**config.mk**
```make
export PLATFORM = sky130hd
export DESIGN_NAME = seven_segment_decimal_display_scanner
export DESIGN_NICKNAME = d
export VERILOG_FILES = /design/src/sv/ssd_scan_pkg.sv /design/src/sv/seven_segment_decimal_display_scanner.sv
export SDC_FILE = /design/constraint.sdc
export NUM_CORES = 1
export LEC_CHECK = 0
export ABC_CLOCK_PERIOD_IN_PS = 9100
export BUFFER_PORTS_ARGS = -buffer_cell sky130_fd_sc_hd__buf_2
export CORE_ASPECT_RATIO = 1.5
export CORE_MARGIN = 5
export CORE_UTILIZATION = 50
export CTS_CLUSTER_SIZE = 30
export DETAILED_ROUTE_END_ITERATION = 16
export GPL_ROUTABILITY_DRIVEN = 0
export GPL_TIMING_DRIVEN = 0
export PLACE_DENSITY = 0.76
export SKIP_LAST_GASP = 1
export SYNTH_ARGS = -nofsm -noshare
export SYNTH_HDL_FRONTEND = slang
export SYNTH_SLANG_ARGS = --single-unit
```
**constraint.sdc**
```tcl
create_clock -name clk -period 9.1 [get_ports clk]
set_input_delay 1.82 -clock clk [delete_from_list [all_inputs] [get_ports clk]]
set_output_delay 1.82 -clock clk [all_outputs]
set_load 0.05 [all_outputs]
```
**src/sv/ssd_scan_pkg.sv**
```systemverilog
// Package for the seven-segment decimal display scanner.
// Holds the sizes, request codes, sequencer states and the segment and BCD helper functions.
// No dependencies.
package ssd_scan_pkg;

	localparam int BUF_DEPTH  = 8;
	localparam int DIGITS     = 8;
	localparam int NDIG       = (DIGITS > BUF_DEPTH) ? BUF_DEPTH : ((DIGITS < 1) ? 1 : DIGITS);
	localparam int IDX_W      = $clog2(BUF_DEPTH);
	localparam int BIN_W      = 32;
	localparam int BCD_W      = 4 * BUF_DEPTH;
	localparam int CNT_W      = $clog2(BIN_W);
	localparam int OUT_W      = ((IDX_W + 8 + 7) / 8) * 8;

	localparam logic [7:0] BLANK_SEG = 8'h00;

	localparam logic REQ_LOAD = 1'b0;
	localparam logic REQ_TICK = 1'b1;

	typedef enum logic [1:0] {
		ST_IDLE,
		ST_CONV,
		ST_FILL
	} state_t;

	function automatic logic [7:0] seg_of(input logic [3:0] digit);
		logic [7:0] seg;
		case (digit)
			4'd0: seg = 8'h3f;
			4'd1: seg = 8'h06;
			4'd2: seg = 8'h5b;
			4'd3: seg = 8'h4f;
			4'd4: seg = 8'h66;
			4'd5: seg = 8'h6d;
			4'd6: seg = 8'h7d;
			4'd7: seg = 8'h07;
			4'd8: seg = 8'h7f;
			4'd9: seg = 8'h6f;
			default: seg = BLANK_SEG;
		endcase
		return seg;
	endfunction

	// add 3 to every BCD digit of 5 or more; carries above the top digit are dropped
	function automatic logic [BCD_W-1:0] dd_adjust(input logic [BCD_W-1:0] bcd);
		logic [BCD_W-1:0] res;
		res = bcd;
		for (int i = 0; i < BUF_DEPTH; i++) begin
			if (bcd[4*i +: 4] >= 4'd5)
				res[4*i +: 4] = bcd[4*i +: 4] + 4'd3;
		end
		return res;
	endfunction

endpackage

```
**src/sv/seven_segment_decimal_display_scanner.sv**
```systemverilog
// Seven-segment decimal display scanner, top level.
// Shift-add-3 binary to decimal converter, digit fill sequencer, segment buffer and scan output.
// Depends on ssd_scan_pkg.
//
// Usage:
//   Slave stream s_*: one beat per request. s_tuser selects the kind
//   (0 = load number, 1 = scan tick); s_tdata carries the 32-bit number, used on load only.
//   Master stream m_*: one beat per scan tick with the digit select and its segment byte.
//   A load gives no beat on m_*.
// Sequencing:
//   Load: conversion through the single shift-add-3 unit (ST_CONV), then fill
//   (ST_FILL) writing one buffer entry per cycle; s_tready stays low until back in ST_IDLE.
//   Tick: result registered on the accepting edge; one tick per cycle while no load
//   is in progress and the receiver keeps m_tready high.
// Reset: arst_n clears the segment buffer to blank, the scan index to digit 0 and
//   the output valid.
// Stall: while a result beat waits on m_tready low, s_tready is held low; the
//   result stays on m_tdata until taken.
module seven_segment_decimal_display_scanner (
	input  logic                           clk,
	input  logic                           arst_n,
	input  logic                           s_tvalid,
	output logic                           s_tready,
	input  logic [ssd_scan_pkg::BIN_W-1:0] s_tdata,   // [31:0] number_value
	input  logic                           s_tuser,   // [0] req_type
	output logic                           m_tvalid,
	input  logic                           m_tready,
	output logic [ssd_scan_pkg::OUT_W-1:0] m_tdata    // [2:0] digit_select, [10:3] segment_bits
);

	localparam int IDX_W = ssd_scan_pkg::IDX_W;
	localparam int BCD_W = ssd_scan_pkg::BCD_W;
	localparam int BIN_W = ssd_scan_pkg::BIN_W;
	localparam int CNT_W = ssd_scan_pkg::CNT_W;

	ssd_scan_pkg::state_t state_q, state_d;

	logic [7:0]       seg_buf_q [ssd_scan_pkg::BUF_DEPTH];
	logic [IDX_W-1:0] scan_idx_q;
	logic [BIN_W-1:0] bin_q;
	logic [BCD_W-1:0] bcd_q;
	logic [CNT_W-1:0] cnt_q;
	logic [IDX_W-1:0] fill_idx_q;
	logic             seen_q;
	logic             out_valid_q;
	logic [IDX_W-1:0] out_sel_q;
	logic [7:0]       out_seg_q;

	logic             out_free;
	logic             in_beat;
	logic             load_beat;
	logic             tick_beat;
	logic             conv_done;
	logic             fill_done;
	logic [3:0]       fill_digit;
	logic             fill_in_range;
	logic             fill_show;
	logic [7:0]       fill_seg;
	logic [BCD_W-1:0] bcd_adj;

	assign out_free  = !out_valid_q || m_tready;
	assign in_beat   = s_tvalid && s_tready;
	assign load_beat = in_beat && (s_tuser == ssd_scan_pkg::REQ_LOAD);
	assign tick_beat = in_beat && (s_tuser == ssd_scan_pkg::REQ_TICK);
	assign conv_done = (cnt_q == CNT_W'(BIN_W - 1));
	assign fill_done = (fill_idx_q == '0);
	assign bcd_adj   = ssd_scan_pkg::dd_adjust(bcd_q);

	assign fill_digit    = bcd_q[4*fill_idx_q +: 4];
	assign fill_in_range = ({1'b0, fill_idx_q} < (IDX_W+1)'(ssd_scan_pkg::NDIG));
	assign fill_show     = fill_in_range && (seen_q || (fill_digit != 4'd0) || fill_done);
	assign fill_seg      = fill_show ? ssd_scan_pkg::seg_of(fill_digit) : ssd_scan_pkg::BLANK_SEG;

	always_comb begin
		state_d = state_q;
		case (state_q)
			ssd_scan_pkg::ST_IDLE: begin
				if (load_beat)
					state_d = ssd_scan_pkg::ST_CONV;
			end
			ssd_scan_pkg::ST_CONV: begin
				if (conv_done)
					state_d = ssd_scan_pkg::ST_FILL;
			end
			ssd_scan_pkg::ST_FILL: begin
				if (fill_done)
					state_d = ssd_scan_pkg::ST_IDLE;
			end
			default: state_d = ssd_scan_pkg::ST_IDLE;
		endcase
	end

	always_comb begin
		s_tready = 1'b0;
		case (state_q)
			ssd_scan_pkg::ST_IDLE: s_tready = out_free;
			default:               s_tready = 1'b0;
		endcase
	end

	always_ff @(posedge clk or negedge arst_n) begin
		if (!arst_n) begin
			state_q     <= ssd_scan_pkg::ST_IDLE;
			cnt_q       <= '0;
			fill_idx_q  <= '0;
			seen_q      <= 1'b0;
			scan_idx_q  <= '0;
			out_valid_q <= 1'b0;
			for (int i = 0; i < ssd_scan_pkg::BUF_DEPTH; i++)
				seg_buf_q[i] <= ssd_scan_pkg::BLANK_SEG;
		end else begin
			state_q <= state_d;
			if (tick_beat) begin
				out_valid_q <= 1'b1;
				scan_idx_q  <= scan_idx_q + 1'b1;
			end else if (m_tready) begin
				out_valid_q <= 1'b0;
			end
			case (state_q)
				ssd_scan_pkg::ST_IDLE: begin
					cnt_q      <= '0;
					fill_idx_q <= IDX_W'(ssd_scan_pkg::BUF_DEPTH - 1);
					seen_q     <= 1'b0;
				end
				ssd_scan_pkg::ST_CONV: begin
					cnt_q <= cnt_q + 1'b1;
				end
				ssd_scan_pkg::ST_FILL: begin
					seg_buf_q[fill_idx_q] <= fill_seg;
					fill_idx_q            <= fill_idx_q - 1'b1;
					if (fill_in_range && (fill_digit != 4'd0))
						seen_q <= 1'b1;
				end
				default: cnt_q <= '0;
			endcase
		end
	end

	// conversion datapath and output registers, no reset
	always_ff @(posedge clk) begin
		if (load_beat) begin
			bin_q <= s_tdata;
			bcd_q <= '0;
		end else if (state_q == ssd_scan_pkg::ST_CONV) begin
			bcd_q <= {bcd_adj[BCD_W-2:0], bin_q[BIN_W-1]};
			bin_q <= {bin_q[BIN_W-2:0], 1'b0};
		end
		if (tick_beat) begin
			out_sel_q <= scan_idx_q;
			out_seg_q <= seg_buf_q[scan_idx_q];
		end
	end

	assign m_tvalid = out_valid_q;
	assign m_tdata  = {{(ssd_scan_pkg::OUT_W - IDX_W - 8){1'b0}}, out_seg_q, out_sel_q};

endmodule
```
### Word level (Yosys, flattened, before mapping)

Memory sizes are Yosys's and may differ from the RTL's.
Index checks and enable logic that the tools add are counted.

* bits in registers: 154
* memory bits (read-only): 112
* bits of input ports: 37
* output and inout port bits: 18
* word-level logic and storage cells: 96
* memories: 1

Memory list
* (no name shown): words 16, width 7, read ports 1, clocked after memory_dff 0, write ports 0, line ssd_scan_pkg.sv:28 `case (digit)`

* $add $sub $neg: 11
* magnitude comparators: 11
* eq/ne operators: 7
* shift-type cells: 1
* multiplexer cells: 28
* bitwise gates (word level): 3
* reductions and logical operators: 16

Operators with widths (number)
* bitwise mux 64 bit: 1
* two-way mux 32 bit: 2
* greater-or-equal comparator 4 x 3 -> 1 bit, second input constant: 8
* two-way mux 8 bit: 4
* variable part select 32 x 6 -> 4 bit: 1
* adder 4 x 2 -> 4 bit, second input constant: 7
* two-way mux 4 bit: 7
* binary-select mux 8 bit (select 3 bit): 1
* demux 8 bit (select 3 bit): 1
* one-hot mux 5 bit (2 select lines): 1
* greater-or-equal comparator 4 bit, second input constant: 2
* inequality test 2 bit, second input constant: 4
* inverter 3 -> 4 bit: 2
* two-way mux 2 bit: 3
* one-hot mux 2 bit (3 select lines): 1
* one-hot mux 3 bit (2 select lines): 1
* nonzero test 2 bit: 3
* adder 5 x 1 -> 5 bit, second input constant: 1
* == test 5 bit, second input constant: 1
* logical AND 1 bit: 4
* less-than comparator 4 x 1 -> 1 bit, second input constant: 1
* two-way mux 1 bit: 4
* nonzero test 4 bit: 1
* adder 3 x 1 -> 3 bit, second input constant: 1
* 13 further kinds: 15

### Logic depth before layout (Yosys ltp)

* word-level depth: 7
* depth in mapped cells: 10
* depth with buffers taken out: 9

### Least setup slack after synthesis

Ideal clock, no wire load.

* kind: in2reg
* start point: input m_tready
* end point: register bin_q[0], enable pin
* library setup time: 466 ps
* data arrival time: 5616 ps
* data required time: 8634 ps
* setup slack: 3018 ps
* cell stages on the path: 4
* cells stage by stage: nor2b_1 nor3_1 nand2_1 o21ai_0

* cells in the longest elaborated chain, start to end: 5

Ends and longest elaborated chain
* start, declared: line seven_segment_decimal_display_scanner.sv:27 `input logic m_tready,`
* logical OR 1 bit: line seven_segment_decimal_display_scanner.sv:61 `assign out_free = !out_valid_q || m_tready;`
* two-way mux 1 bit: line seven_segment_decimal_display_scanner.sv:95 `case (state_q)`
* net s_tready: line seven_segment_decimal_display_scanner.sv:23 `output logic s_tready,`
* logical AND 1 bit: line seven_segment_decimal_display_scanner.sv:62 `assign in_beat = s_tvalid && s_tready;`
* logical AND 1 bit: line seven_segment_decimal_display_scanner.sv:63 `assign load_beat = in_beat && (s_tuser == ssd_scan_pkg::REQ_LOAD);`
* nonzero test 2 bit (no line)
* end signal, assigned: line seven_segment_decimal_display_scanner.sv:142 `bin_q <= s_tdata;`
* end signal, assigned: line seven_segment_decimal_display_scanner.sv:146 `bin_q <= {bin_q[BIN_W-2:0], 1'b0};`
* end, declared: line seven_segment_decimal_display_scanner.sv:40 `logic [BIN_W-1:0] bin_q;`

The timed path passes the listed nets, and every way through them passes these cells.
A chain may end at the register's enable or synchronous reset.

### Final worst setup path

* start point: input m_tready
* end point: output s_tready

* cells in the longest elaborated chain, start to end: 2

Ends and longest elaborated chain (line)
* logical OR 1 bit: seven_segment_decimal_display_scanner.sv:61
* two-way mux 1 bit: seven_segment_decimal_display_scanner.sv:95
* end, declared: seven_segment_decimal_display_scanner.sv:23

Every way passes these cells.

==> results.tsv <==
metric	value	unit
GR Layer Usage met1	20.7	%
Final nets	735	
met2 Resource Use GR	35.7	%
Hold Crit Class	reg -> reg	
max frequency	0.223	GHz
PnR worst setup slack	4.61	ns
critical path endpoint category	output pin	
post-detail-place hpwl	10.8	mm
ys flop type	dfrtp_1	
Least-Margin Pin Slew	1.13	ns
post-route DRC violation count	0	
Cell Pwr Density	309	nW/um2
synthesis-to-finish area growth	15.9	%
Synth top area share	25.0	%
register area share after synthesis	51.9	%
largest vdd supply drop	0.169	mV
Crit path buffers/inverters	2	
RSZ-0062 raised after global routing	false	
root buffer cell	clkbuf_16	
CTS tree	done	
Place WS	4.58	ns
layout cells sized above 1	28.3	%
most frequent cells in the layout	mux2_2 (71), dfrtp_1 (71), buf_2 (56)	
DIE AREA	16700	um2
Clock transition at path regs	0.06	ns
number of iterations in the first detailed-routing pass	5	
clk buf depth	2	
Worst Path Max Fanout	3	
Syn Std Cell Area	7090	um2
most frequent cell on the critical path	buf_2	
largest net degree at the start of global routing	72	
routed vias	4864	
share of total power in sequential cells	39.2	%
GR Util met3	5.13	%
critical path launch point type	input pin	
DR WL/cell	17.2	um
Clk network pwr share	28.1	%
chip height	156	um
Post-DRT Antenna Nets	0	
Die W	107	um
net load switching power	0.000858	W
GRT busiest layer	met2	
TritonCTS Buffers	17	
FILL cells	1111	
max_slew headroom	24.4	%
critical path's top delay family	buffers and inverters	
CTS H-tree lvls	4	
Post-Route WL	15.1	mm
internal power	0.00168	W
Synth area leader	dfrtp_1	
gr ovfl total	0	
CTS sink cnt	145	
IO Pins	55	
port buffer count	48	
critical-path cell list	buf_2 > nor2b_1 > nor3_1 > buf_2	
number of vias per cell	5.55	
synth warn	0	
Layout Skew	0.0113	ns
final setup fails	0	
crit share post-route	49.4	%
synthesized area per cell	11.8	um2
Post-synth EDFFs	42	
Fin. Hold Viols	0	
core outline area	14000	um2
Comb pwr share	32.8	%
Synth Instances	599	
max-slew violation count	0	
slowest stage cell, crit path	nor3_1	
Post-CTS Resized	0	
post-layout min period	4.49	ns
Starting Density	50.7	%
switching share of total power	33.8	%
Hold Buf Count CTS	0	
static leakage power	3.56	nW
ys async rst share	49.0	%
CP required	7.28	ns
Largest stage delay, worst path	0.36	ns
Diodes inserted	0	
GRT Util Overall	19.3	%
Starting DRT DRC Count	184	
max cap viols	0	
clk_lat worst skew	0.42	ns
first-pass GRT wire length	25.2	mm
#FFs+latches synth	145	
status	finished clean	
row count	53	
critical path type	in -> out	
count of unique library cells instantiated by Yosys	49	
initial antenna violation count	1	
vias in the first global route	5263	
Synth area leaders	dfrtp_1 (25%), edfxtp_1 (18%), mux2_2 (11%), dfxtp_1 (9.0%), mux4_2 (6.0%)	
CP arrival	2.67	ns
total negative slack	0	ns
setup repair bufs after CTS	0	
kinds of logic (layout without fill, tap and decap cells):
group | after synthesis | count (layout) | share of synthesized area (%)
adder cells (fa/ha/maj) | 26 | 26 | 4.59
buffers and inverters | 63 | 144 | 4.06
AO/OA/AOI/OAI | 120 | 120 | 10.0
multiplexers | 100 | 100 | 19.0
flip-flops | 145 | 145 | 51.9
XOR/XNOR | 12 | 12 | 1.48
AND/OR/NAND/NOR | 132 | 132 | 8.98
other | 1 | 6 | 0.0529
routing by layer:
metal | up-vias | share of wire, %
met3 | 27 | 4.1
met1 | 2404 | 38
met2 | 127 | 56
met4 | 2 | 2.1
met5 | - | 0.086
li1 | 2304 | -
cells in the mapped netlist (14+ instances only):
cell type / n
nand2b_1: 14
ha_1: 26
a21oi_1: 47
dfxtp_1: 32
dfrtp_1: 71
edfxtp_1: 42
mux4_2: 19
inv_1: 28
o21ai_0: 27
mux2_2: 71
o22ai_1: 24
nand2_1: 42
nor2_1: 33
registers in the layout, summed over array words and instances (netlist names):
signal / count
bcd_q: 32
bin_q: 32
cnt_q: 5
fill_idx_q: 3
m_tvalid: 1
out_seg_q: 7
out_sel_q: 3
scan_idx_q: 3
seen_q: 1
seg_buf_q: 56
state_q: 2
worst paths after layout:
kind	from	cells past startpoint	to	slack, ns
min in group asynchronous	arst_n	1	seg_buf_q[2]$_DFFE_PN0P_	1.52
max in group asynchronous	arst_n	1	fill_idx_q[0]$_DFFE_PN0P_	7.00
worst max register to register	fill_idx_q[1]$_DFFE_PN0P_	8	seg_buf_q[20]$_DFFE_PN0P_	6.07
worst min-delay path	scan_idx_q[2]$_DFFE_PN0P_	0	out_sel_q[2]$_DFFE_PP_	0.46
worst min register to register	scan_idx_q[2]$_DFFE_PN0P_	0	out_sel_q[2]$_DFFE_PP_	0.46
worst max-delay path	m_tready	4	s_tready	4.61
area by class of cell:
class,count,area (um2),share of cell area (%)
buffer,35,183,2.22
clock inverter,15,183,2.22
tap,192,240,2.92
inverter,28,105,1.28
multi-input combinational,396,3160,38.4
clock buffer,17,425,5.18
timing repair buffer,49,248,3.01
sequential,145,3680,44.7
power by group through the flow:
stage	sequential [W]	combinational, W	clock [W]
5_1_grt	0.00102	0.000926	0.000755
6_report	0.000995	0.000832	0.000712
4_1_cts	0.000993	0.000837	0.000722
3_3_place_gp	0.000996	0.000776	0
2_1_floorplan	0.000970	0.000646	0
3_5_place_dp	0.00100	0.000827	0
metrics by stage:
step	total power (W)	hold slack, ns	util (%)	cells	area (um2)
2_1_floorplan	0.00162	0.418	-	604	7110
4_1_cts	0.00255	0.461	58.7	877	8220
6_report	0.00254	0.458	58.7	877	8220
3_5_place_dp	0.00183	0.439	54.4	845	7610
5_1_grt	0.00270	0.489	58.7	877	8220
3_3_place_gp	0.00177	0.436	54.3	844	7590
Power figures use the tool's default switching activity.
